[src/rtl/core/pwi_pkg.sv]
// Shared types, codes and fixed widths of the windowed-integral position controller.
package pwi_pkg;

    localparam int POS_W      = 24;
    localparam int TARGET_W   = 24;
    localparam int SPEED_W    = 16;
    localparam int DRIVE_W    = 16;
    localparam int GAIN_W     = 24;
    localparam int STEP_W     = 12;
    localparam int TOL_W      = 8;
    localparam int FRAC_BITS  = 16;
    localparam int CFG_IDX_W  = 3;
    localparam int CFG_DATA_W = 24;

    typedef enum logic [1:0] {
        CMD_TICK   = 2'd0,
        CMD_BUTTON = 2'd1,
        CMD_LOAD   = 2'd2
    } cmd_t;

    localparam int BTN_DIR_BIT  = 0;
    localparam int BTN_SIZE_BIT = 1;

    localparam logic [CFG_IDX_W-1:0] REG_GAIN_P     = 3'd0;
    localparam logic [CFG_IDX_W-1:0] REG_GAIN_I     = 3'd1;
    localparam logic [CFG_IDX_W-1:0] REG_GAIN_D     = 3'd2;
    localparam logic [CFG_IDX_W-1:0] REG_SMALL_STEP = 3'd3;
    localparam logic [CFG_IDX_W-1:0] REG_LARGE_STEP = 3'd4;
    localparam logic [CFG_IDX_W-1:0] REG_POS_TOL    = 3'd5;
    localparam logic [CFG_IDX_W-1:0] REG_SPEED_TOL  = 3'd6;

    localparam logic signed [GAIN_W-1:0] GAIN_P_RST = 24'sd196608;
    localparam logic signed [GAIN_W-1:0] GAIN_I_RST = 24'sd66;
    localparam logic signed [GAIN_W-1:0] GAIN_D_RST = -24'sd655;
    localparam logic [STEP_W-1:0]        SMALL_STEP_RST = 12'd10;
    localparam logic [STEP_W-1:0]        LARGE_STEP_RST = 12'd90;
    localparam logic [TOL_W-1:0]         POS_TOL_RST    = 8'd1;
    localparam logic [TOL_W-1:0]         SPEED_TOL_RST  = 8'd2;

    typedef struct packed {
        logic                valid;
        logic                tick;
        logic                stop;
        logic                reached;
        logic [TARGET_W-1:0] target;
    } stage_t;

endpackage

[src/rtl/core/pwi_ring.sv]
// Error ring memory with running window sum; a slot is read into stage s1 and written back from s1.
module pwi_ring #(
    parameter int WINDOW_DEPTH = 10,
    parameter int ERR_W        = 25,
    parameter int SUM_W        = 29
) (
    input  logic                              aclk,
    input  logic                              aresetn,
    input  logic                              en,
    input  pwi_pkg::stage_t                   in_ctrl,
    input  logic signed [ERR_W-1:0]           in_error,
    input  logic signed [pwi_pkg::SPEED_W-1:0] in_speed,
    output pwi_pkg::stage_t                   out_ctrl,
    output logic signed [ERR_W-1:0]           out_error,
    output logic signed [pwi_pkg::SPEED_W-1:0] out_speed,
    output logic signed [SUM_W-1:0]           out_sum
);
    import pwi_pkg::*;

    localparam int IDX_W = (WINDOW_DEPTH > 1) ? $clog2(WINDOW_DEPTH) : 1;
    localparam logic [IDX_W-1:0] IDX_LAST = IDX_W'(WINDOW_DEPTH - 1);

    logic [ERR_W-1:0]              mem [WINDOW_DEPTH];
    logic [WINDOW_DEPTH-1:0]       written_reg;
    logic [IDX_W-1:0]              idx_reg;
    logic [IDX_W-1:0]              idx_next;
    logic signed [SUM_W-1:0]       sum_reg;
    logic signed [SUM_W-1:0]       sum_next;

    stage_t                        s1_ctrl_reg;
    logic signed [ERR_W-1:0]       s1_error_reg;
    logic signed [SPEED_W-1:0]     s1_speed_reg;
    logic [IDX_W-1:0]              s1_idx_reg;
    logic [ERR_W-1:0]              rd_data_reg;
    logic                          rd_valid_reg;

    stage_t                        s2_ctrl_reg;
    logic signed [ERR_W-1:0]       s2_error_reg;
    logic signed [SPEED_W-1:0]     s2_speed_reg;
    logic signed [SUM_W-1:0]       s2_sum_reg;

    logic                          rd_tick;
    logic                          wr_tick;
    logic signed [ERR_W-1:0]       old_error;

    assign rd_tick   = en && in_ctrl.valid && in_ctrl.tick;
    assign wr_tick   = en && s1_ctrl_reg.valid && s1_ctrl_reg.tick;
    assign old_error = rd_valid_reg ? signed'(rd_data_reg) : '0;
    assign sum_next  = sum_reg - SUM_W'(old_error) + SUM_W'(s1_error_reg);
    assign idx_next  = (idx_reg == IDX_LAST) ? '0 : idx_reg + 1'b1;

    always_ff @(posedge aclk) begin
        if (wr_tick) begin
            mem[s1_idx_reg] <= s1_error_reg;
        end
        if (en) begin
            rd_data_reg <= mem[idx_reg];
        end
    end

    always_ff @(posedge aclk) begin
        if (!aresetn) begin
            written_reg       <= '0;
            idx_reg           <= '0;
            sum_reg           <= '0;
            s1_ctrl_reg.valid <= 1'b0;
            s2_ctrl_reg.valid <= 1'b0;
            rd_valid_reg      <= 1'b0;
        end else begin
            if (rd_tick) begin
                idx_reg <= idx_next;
            end
            if (wr_tick) begin
                written_reg[s1_idx_reg] <= 1'b1;
                sum_reg                 <= sum_next;
            end
            if (en) begin
                s1_ctrl_reg  <= in_ctrl;
                s2_ctrl_reg  <= s1_ctrl_reg;
                rd_valid_reg <= written_reg[idx_reg];
                s1_error_reg <= in_error;
                s1_speed_reg <= in_speed;
                s1_idx_reg   <= idx_reg;
                s2_error_reg <= s1_error_reg;
                s2_speed_reg <= s1_speed_reg;
                s2_sum_reg   <= sum_next;
            end
        end
    end

    assign out_ctrl  = s2_ctrl_reg;
    assign out_error = s2_error_reg;
    assign out_speed = s2_speed_reg;
    assign out_sum   = s2_sum_reg;

    a_idx_range: assert property (@(posedge aclk) disable iff (!aresetn)
        idx_reg <= IDX_LAST)
        else $error("ring index past last slot");

    a_no_same_slot: assert property (@(posedge aclk) disable iff (!aresetn)
        rd_tick && wr_tick |-> idx_reg != s1_idx_reg)
        else $error("ring read and write hit the same slot");

    a_sum_hold: assert property (@(posedge aclk) disable iff (!aresetn)
        !wr_tick |=> $stable(sum_reg))
        else $error("window sum changed without a tick write");

    a_slot_marked: assert property (@(posedge aclk) disable iff (!aresetn)
        wr_tick |=> written_reg[$past(s1_idx_reg)])
        else $error("written slot not marked");

endmodule

[config.mk]
export PLATFORM = sky130hd
export DESIGN_NAME = pwi_ring
export DESIGN_NICKNAME = d
export VERILOG_FILES = /design/src/rtl/core/pwi_pkg.sv /design/src/rtl/core/pwi_ring.sv
export SDC_FILE = /design/constraint.sdc
export NUM_CORES = 1
export LEC_CHECK = 0
export ABC_AREA = 1
export BUFFER_PORTS_ARGS = -buffer_cell sky130_fd_sc_hd__buf_2
export CORE_MARGIN = 5
export CORE_UTILIZATION = 35
export CTS_CLUSTER_DIAMETER = 120
export DETAILED_ROUTE_END_ITERATION = 16
export PLACE_DENSITY = 0.58
export SYNTH_ARGS = -nofsm -noshare
export SYNTH_HDL_FRONTEND = slang
export SYNTH_SLANG_ARGS = --single-unit
[constraint.sdc]
create_clock -name aclk -period 4.5 [get_ports aclk]
set_input_delay 0.9 -clock aclk [delete_from_list [all_inputs] [get_ports aclk]]
set_output_delay 0.9 -clock aclk [all_outputs]
set_load 0.01 [all_outputs]
==> results.cfg, run 1 <==
[finish]
drive_above_1_share = 0.167
fill_cells = 5475
area_delta_synth_final_pct = 17.2
fin_nets = 2021
fin_area_mm2 = 0.0239
final_cell_mix = 444 x edfxtp_1, 276 x inv_1, 275 x nand2_1, 169 x buf_2, 133 x nor2_1
largest_register_ffs = 250
final_common_cell = edfxtp_1
antenna_cells = 0

[global_routing]
overflow = 0
grt_max_degree = 140
grt_pass1_wl_um = 74700
top_usage_layer = met2
grt_util_all_layers = 0.151
antenna_found_initial = 2
met3_usage = 0.0378
met2_usage = 0.234
grt_pass1_vias = 12500
grt_use_met1 = 0.215

[clock_network]
cts_buffers = 53
cts-hold-fix-buffers = 0
cts_root_buffer = clkbuf_16
clockBufferDepth = 3
cts_tree = built
postCtsSetupRepairBufs = 0
htreeDepth = 2
clock-sinks = 490
clkTransAtPathRegs_ns = 0.06
insertion_delay_ns = 0.60
cts_resized = 0

[die]
rows = 88
coreArea_mm2 = 0.0578
die_x_um = 252
ios = 170
initial_core_util = 0.353
die_area_mm2 = 0.0633
die_h_um = 252

[worst_setup_path]
crit_fanout = 26
startpoint_type = register
cp_common_cell = nand2_1
crit_type = register to register
worstPathRequired_ns = 5.00
critPathArrivalTime_ns = 3.78
cpPeakStageDelay_ns = 0.97
rr_startpoint = rd_valid_reg$_SDFFE_PN0P_
startpoint = rd_valid_reg$_SDFFE_PN0P_
cp_slowest_cell = dfxtp_1
endpoint_kind = register
cp_cell_sequence = nand2_1 -> inv_1 -> fa_1 -> inv_1 -> ha_1 -> a21oi_1 -> nand2_1 -> a21oi_1 -> nand3_1 -> nand2_1 -> nand3_1 -> nand2_1 -> inv_1

[timing]
fin_crit_ns = 3.27
slew_headroom = 0.299
worst_slack_ns = 1.23
final_hold_viol_count = 0
slew_violations = 0
skew_ns = 0.0186
worst_pin_slew_ns = 1.05
setup_tns_ns = 0
max_clock_freq_mhz = 305
setup_viol = 0
period_share = 0.727
rsz0062_at_grt = false

[synth]
synth_seq_cells = 490
synth_area_mm2 = 0.0204
ys_seq_area_frac = 0.698
yosys.area_share.simple = 0.108
syn_avg_cell_area_um2 = 12.0
yosysUniqueCellTypes = 40
synth_compound_area_frac = 0.0773
synth_top_family_by_area = simple AND/OR/NAND/NOR gates
synth_nets = 1826
netlist_instances = 1697
synth_fa_ha_area_frac = 0.0452
synthXorXnorAreaFrac = 0.00600
synth.mux.area_fraction = 0
ys_warn_count = 0

[detailed_routing]
drtIter0Drc = 824
vias = 12700
drc_errors = 0
ant_nets = 0
drtPass1Iterations = 5
wl_per_cell_um = 18.1
routed_via_density = 4.72
totalWireLength_um = 48700

[pwr]
combPwrFrac = 0.106
internal_power_mw = 8.06
power_frac_clock = 0.405
p_leak_nw = 9.66
p_sw_mw = 2.64
vdd_ir_drop_max_v = 0.000290
swShare = 0.247
p_per_area_mw_per_mm2 = 447
pwr-share-seq = 0.490
total_power_mw = 10.7

[place]
place_area_mm2 = 0.0222
place_congestion = 0.900
portBuffers = 169
hpwl_um = 30800
dp_slack_ns = 1.25

[job]
maxCapViolCount = 0

[outcome]
status = complete, no violations

[hold_path]
min_from = s1_ctrl_reg[4]$_DFFE_PP_
hp-class = register to register
## cells by family (layout without fill, tap and decap cells)
| kind of cell | count (synthesis) | count (layout) |
|---|---|---|
| AOI/OAI and AO/OA | 273 | 273 |
| xor gates and xnor gates | 14 | 14 |
| adders and majority gates | 57 | 57 |
| buffers and inverters | 341 | 579 |
| DFF | 490 | 490 |
| and+or+nand+nor | 522 | 522 |
## through the flow
stage,instances,utilization,hold WS [ns]
finish,2700,0.414,0.415
global route,2700,0.414,0.423
CTS,2700,0.414,0.417
detailed placement,2602,0.384,0.405
global placement,2602,0.384,0.400
floorplan,1697,-,0.400
## final timing paths
kind | endpoint | slack, ns | cells after the start
hold reg to reg | out_ctrl[4]$_DFFE_PP_ | 0.41 | 0
setup / recovery | sum_reg[23]$_SDFFE_PN0P_ | 1.23 | 13
setup reg to reg | sum_reg[23]$_SDFFE_PN0P_ | 1.23 | 13
hold / removal | out_ctrl[4]$_DFFE_PP_ | 0.41 | 0
## synthesized netlist by cell type (all sizes together)
cell     number  area share
buf          27      0.0083
o31ai         1     0.00037
a21o          1     0.00037
nor4          1      0.0010
xor2          9      0.0039
nor3          4      0.0012
a221oi       39       0.017
clkbuf       28      0.0052
ha           29       0.018
dfxtp        46       0.045
nand4         5      0.0015
fa           28       0.027
o21a          1     0.00037
xnor2         5      0.0021
nand2       288       0.055
nand3        77       0.021
nor2        147       0.029
a211oi        1     0.00037
o2111ai      11      0.0047
inv         285       0.053
a22oi         2     0.00073
edfxtp      444        0.65
o21ai       163       0.040
o21bai        1     0.00037
a21oi        51       0.013
o211ai        2     0.00073
clkinv        1     0.00018
## power groups by stage
stage / registers (mW) / clock network [mW] / logic, mW
after global routing: 5.25 / 4.67 / 1.28
after CTS: 5.24 / 4.47 / 1.14
final: 5.24 / 4.33 / 1.13
after detailed placement: 5.34 / 0 / 1.14
after floorplan: 5.33 / 0 / 0.728
after global placement: 5.33 / 0 / 1.13
## metal layers
layer  vias up  part of all wire
met5         -                 0
met2       395              0.44
li1       6184                 -
met1      6082              0.46
met4         0             0.024
met3        85             0.074
## worst max-delay path: cells and delay by family (launching register included)
family,cells,cell delay [ns]
AO/OA/AOI/OAI,2,0.54
adder cells (fa/ha/maj),2,0.69
buffers and inverters,3,0.22
flip-flops,1,0.97
AND/OR/NAND/NOR,6,0.76
## area by class of cell
cell class	instances	area [um2]	area share
clock buffer	64	1390	0.0580
sequential	490	14300	0.595
clock inverter	34	358	0.0149
timing repair buffer	195	1050	0.0440
multi-input combinational	866	4850	0.203
tap	765	957	0.0400
inverter	286	1080	0.0452
Power figures use the tool's default switching activity.
==> run 2, diff against run 1 <==
Clock period 4.5 ns to 2.8 ns, I/O delays scaled along.
==> run 2 against run 1 <==
  * Critical path depth increased by 1
  * Setup slack got worse by 1.1 ns
  * Non-clock buffer count increased by 60
  * Global-route usage increased by 0.77 points
  * Sequential power increased by 60%
  * Count of clock-buffer cells in the layout decreased by 2
  * Clock power increased by 59%
  * Wire length increased by 5.1%
  * Power increased by 62%
  * Core utilization increased by 1.2 points
  * Largest power group unchanged
==> results.cfg, run 2 (synthesized netlist as in run 1, its figures left out) <==
[outcome]
status = complete, no violations

[detailed_routing]
routed_via_density = 4.76
totalWireLength_um = 51300
drc_errors = 0
ant_nets = 0
vias = 13100
wl_per_cell_um = 18.6
drtPass1Iterations = 5
drtIter0Drc = 1007

[global_routing]
grt_pass1_wl_um = 78300
antenna_found_initial = 3
grt_max_degree = 60
overflow = 0
grt_util_all_layers = 0.159
grt_pass1_vias = 13200

[worst_setup_path]
crit_path_end = out_sum[23]$_DFFE_PP_
reg2regPathDepth = 14
cpLargestDelayFamily = simple AND/OR/NAND/NOR gates
worstPathBufferInverterCount = 4
rr_startpoint = rd_valid_reg$_SDFFE_PN0P_
cp_common_cell = nand2_1
startpoint = rd_valid_reg$_SDFFE_PN0P_
critPathArrivalTime_ns = 3.01
cp_cell_sequence = buf_6 -> nand2_1 -> inv_1 -> fa_1 -> inv_1 -> ha_4 -> nand2_2 -> buf_4 -> nor2_2 -> nand2_1 -> nor2_1 -> nand2_1 -> nand4_1 -> nand2_1
cp_slowest_cell = fa_1
cpPeakStageDelay_ns = 0.48
crit_type = register to register
ff2ff_setup_slack_ns = 0.13
endpoint_kind = register
crit_fanout = 11
cp.depth = 14
startpoint_type = register
r2r_end = out_sum[23]$_DFFE_PP_
worstPathRequired_ns = 3.14

[place]
dp_cells = 2661
portBuffers = 169
dp_slack_ns = 0.00411
place_area_mm2 = 0.0227
hpwl_um = 34000
place_congestion = 0.926

[timing]
max_clock_freq_mhz = 375
skew_ns = 0.0315
setup_viol = 0
fin_hold_ws_ns = 0.121
slew_headroom = 0.532
period_share = 0.953
rsz0062_at_grt = false
setup_tns_ns = 0
worst_pin_slew_ns = 0.700
fin_crit_ns = 2.67
slew_violations = 0
final_hold_viol_count = 0
worst_slack_ns = 0.132

[clock_network]
clock-sinks = 490
cts_buffers = 53
htreeDepth = 2
insertion_delay_ns = 0.62
clkTransAtPathRegs_ns = 0.06
clockBufferDepth = 3
cts_root_buffer = clkbuf_16
cts-hold-fix-buffers = 0
cts_tree = built

[finish]
area_delta_synth_final_pct = 20.7
fin_nets = 2081
fin_area_mm2 = 0.0247
largest_register_ffs = 250
drive_above_1_share = 0.215
fin_cells = 2758
final_common_cell = edfxtp_1
final_cell_mix = 444 x edfxtp_1, 276 x inv_1, 258 x nand2_1, 169 x buf_2, 127 x nor2_1
antenna_cells = 0

[pwr]
internal_power_mw = 13.0
power_frac_clock = 0.395
p_leak_nw = 9.96
p_per_area_mw_per_mm2 = 705
vdd_ir_drop_max_v = 0.000493
p_sw_mw = 4.38
combPwrFrac = 0.123
pwr-share-seq = 0.481
swShare = 0.252

[hold_path]
hp-class = input pin to register
min_path_cells = 1

[die]
coreArea_mm2 = 0.0578
rows = 88
die_area_mm2 = 0.0633
initial_core_util = 0.353
die_x_um = 252
ios = 170
die_h_um = 252

[job]
maxCapViolCount = 0
run 2: how the worst min path moves through the flow:
stage	start	endpoint	slack [ns]
floorplan	s1_ctrl_reg[0]$_DFFE_PP_	out_ctrl[0]$_DFFE_PP_	0.40
global placement	s1_ctrl_reg[2]$_DFFE_PP_	out_ctrl[2]$_DFFE_PP_	0.40
detailed placement	s1_ctrl_reg[19]$_DFFE_PP_	out_ctrl[19]$_DFFE_PP_	0.40
CTS	in_ctrl[17]	s1_ctrl_reg[17]$_DFFE_PP_	0.07
global route	in_error[3]	s1_error_reg[3]$_DFFE_PP_	0.09
finish	in_error[16]	s1_error_reg[16]$_DFFE_PP_	0.12
run 2: power groups by stage:
| stage | registers [mW] | logic [mW] | clock network [mW] |
|---|---|---|---|
| global placement | 8.52 | 2.01 | 0 |
| global route | 8.38 | 2.39 | 7.38 |
| finish | 8.37 | 2.15 | 6.88 |
| floorplan | 8.57 | 1.17 | 0 |
| CTS | 8.37 | 2.04 | 7.08 |
| detailed placement | 8.52 | 2.03 | 0 |
run 2: layout make-up:
class                   instances  area, um2
fillers                      5331      33100
clock inverters                34        354
well taps                     765        957
multi-input cells             866       5070
inverters                     286       1080
repair buffers                255       1570
flip-flops and latches        490      14300
clock buffers                  62       1370
run 2: routing by layer:
layer | wire length [um] | global-route usage | vias to the layer above
met5 | 22 | 0 | -
met1 | 22500 | 0.219 | 6338
li1 | - | - | 6284
met2 | 23200 | 0.249 | 416
met4 | 1140 | 0.0446 | 6
met3 | 4350 | 0.0454 | 86
run 2: metrics by stage:
| stage | utilization | power (mW) |
|---|---|---|
| floorplan | - | 9.74 |
| global placement | 0.393 | 10.5 |
| detailed placement | 0.393 | 10.6 |
| CTS | 0.423 | 17.5 |
| global route | 0.427 | 18.2 |
| finish | 0.427 | 17.4 |
run 2: what timing repair did:
item,in CTS,in global routing
setup buffers,0,1
setup endpoints to repair,1,41
resized for setup,1,56
pin swaps,0,3
run 2: worst reg2reg max path: stages, from the launching register on:
cell and delay (ns):
dfxtp_4 0.37, buf_6 0.15, nand2_1 0.07, inv_1 0.05, fa_1 0.48, inv_1 0.07, ha_4 0.29, nand2_2 0.08
buf_4 0.14, nor2_2 0.20, nand2_1 0.08, nor2_1 0.10, nand2_1 0.10, nand4_1 0.12, nand2_1 0.12
==> run 3, diff against run 2 <==
Settings changed: RECOVER_POWER set to 25.
==> run 3 against run 2 <==
  * Setup slack gained 0.0011 ns
  * Core utilization is 0.080 points lower
  * Via count increased by 0.11%
  * Final cell count unchanged
  * Clock power about the same
  * Cell area is 0.19% lower
  * Critical endpoint unchanged
  * Highest routed layer unchanged
==> results.cfg, run 3 (synthesized netlist as in run 1, its figures left out) <==
[timing]
fin_hold_ws_ns = 0.122
setup_viol = 0
skew_ns = 0.0317
worst_pin_slew_ns = 0.705
max_clock_freq_mhz = 375
period_share = 0.953
slew_headroom = 0.530
fin_crit_ns = 2.67
slew_violations = 0
rsz0062_at_grt = false
final_hold_viol_count = 0

[worst_setup_path]
cp_common_cell = nand2_1
cp_slowest_cell = fa_1
cp_cell_sequence = buf_6 -> nand2_1 -> inv_1 -> fa_1 -> inv_1 -> ha_4 -> nand2_2 -> buf_4 -> nor2_2 -> nand2_1 -> nor2_1 -> nand2_1 -> nand4_1 -> nand2_1
cpPeakStageDelay_ns = 0.48
reg2regPathDepth = 14
r2r_end = out_sum[23]$_DFFE_PP_
crit_fanout = 11
worstPathRequired_ns = 3.14
ff2ff_setup_slack_ns = 0.13
endpoint_kind = register
critPathArrivalTime_ns = 3.01
crit_type = register to register
startpoint_type = register
startpoint = rd_valid_reg$_SDFFE_PN0P_
rr_startpoint = rd_valid_reg$_SDFFE_PN0P_

[place]
hpwl_um = 34000
portBuffers = 169
place_congestion = 0.926

[clock_network]
insertion_delay_ns = 0.62
cts-hold-fix-buffers = 0
htreeDepth = 2
cts_buffers = 53
cts_root_buffer = clkbuf_16
clock-sinks = 490
clockBufferDepth = 3
clkTransAtPathRegs_ns = 0.06
cts_tree = built

[job]
maxCapViolCount = 0

[hold_path]
min_to = s1_error_reg[16]$_DFFE_PP_
min_from = in_error[16]
hp-class = input pin to register
min_path_cells = 1

[pwr]
p_leak_nw = 9.90
p_per_area_mw_per_mm2 = 706
vdd_ir_drop_max_v = 0.000494
total_power_mw = 17.4

[die]
ios = 170
die_x_um = 252
rows = 88
coreArea_mm2 = 0.0578
initial_core_util = 0.353
die_h_um = 252
die_area_mm2 = 0.0633

[detailed_routing]
drc_errors = 0
drtPass1Iterations = 5
wl_per_cell_um = 18.6
drtIter0Drc = 1013
ant_nets = 0
routed_via_density = 4.77
vias = 13100
totalWireLength_um = 51200

[finish]
fin_nets = 2081
largest_register_ffs = 250
area_delta_synth_final_pct = 20.5
drive_above_1_share = 0.208
final_cell_mix = 444 x edfxtp_1, 276 x inv_1, 258 x nand2_1, 165 x buf_2, 127 x nor2_1
final_common_cell = edfxtp_1
antenna_cells = 0

[global_routing]
grt_pass1_wl_um = 78300
grt_util_all_layers = 0.159
grt_pass1_vias = 13200
overflow = 0
grt_max_degree = 60
antenna_found_initial = 3

[outcome]
status = complete, no violations
[run 3: cell count changes in the layout (fill, tap and decap cells not counted)]
cell / previous run / this run
buf_2: 169 / 165
buf_4: 79 / 68
clkbuf_1: 8 / 23
[run 3: metrics by stage]
step | setup TNS, ns | worst slack (ns) | std cells | utilization | cell area [um2]
after global placement | 0 | 0.0359 | 2661 | 0.393 | 22700
after CTS | 0 | 0.0334 | 2757 | 0.423 | 24400
after global routing | 0 | 0.00655 | 2758 | 0.426 | 24600
after detailed placement | 0 | 0.00411 | 2661 | 0.393 | 22700
after floorplan | -117.20 | -0.694 | 1697 | - | 20500
final | 0 | 0.133 | 2758 | 0.426 | 24600
[run 3: layout make-up]
cell class	count	area (um2)
clock buffers	62	1370
clock inverters	34	354
fillers	5339	33200
inverters	286	1080
multi-input cells	866	5070
flip-flops and latches	490	14300
well taps	765	957
repair buffers	255	1520
[run 3: timing repair]
action / 4_1_cts / 5_1_grt
endpoints found under the setup margin: 1 / 41
gates resized for setup: 1 / 56
setup buffers: 0 / 1
endpoints found under the hold margin: 0 / 0
gates cloned: 0 / 0
pin swaps: 0 / 3
[run 3: worst max path at each step]
stage | to | slack (ns) | depth (start not counted)
floorplan | out_ctrl[0]$_DFFE_PP_ | -0.69 | 2
global route | out_sum[22]$_DFFE_PP_ | 0.007 | 13
finish | out_sum[23]$_DFFE_PP_ | 0.13 | 14
CTS | sum_reg[17]$_SDFFE_PN0P_ | 0.03 | 16
detailed placement | sum_reg[17]$_SDFFE_PN0P_ | 0.004 | 16
global placement | sum_reg[17]$_SDFFE_PN0P_ | 0.04 | 16
[run 3: where the power goes]
group | leakage, nW | internal [mW] | total, mW | switching, mW
logic | 4.61 | 0.747 | 2.14 | 1.39
clock network | 0.844 | 3.98 | 6.88 | 2.90
registers | 4.45 | 8.28 | 8.37 | 0.0910
total | 9.90 | 13.0 | 17.4 | 4.38
[run 3: worst max-delay path, delay by kind of cell, from the launching register on]
kind / cells / cell delay, ns
flip-flops: 1 / 0.37
adder cells (fa/ha/maj): 2 / 0.77
buffers and inverters: 4 / 0.40
AND/OR/NAND/NOR: 8 / 0.86
[run 3: metal layers]
metal,vias up,GRT usage,part of all wire
met5,-,0,0.00080
met4,6,0.0446,0.022
met3,85,0.0454,0.082
met2,408,0.249,0.45
met1,6358,0.219,0.44
li1,6287,-,-
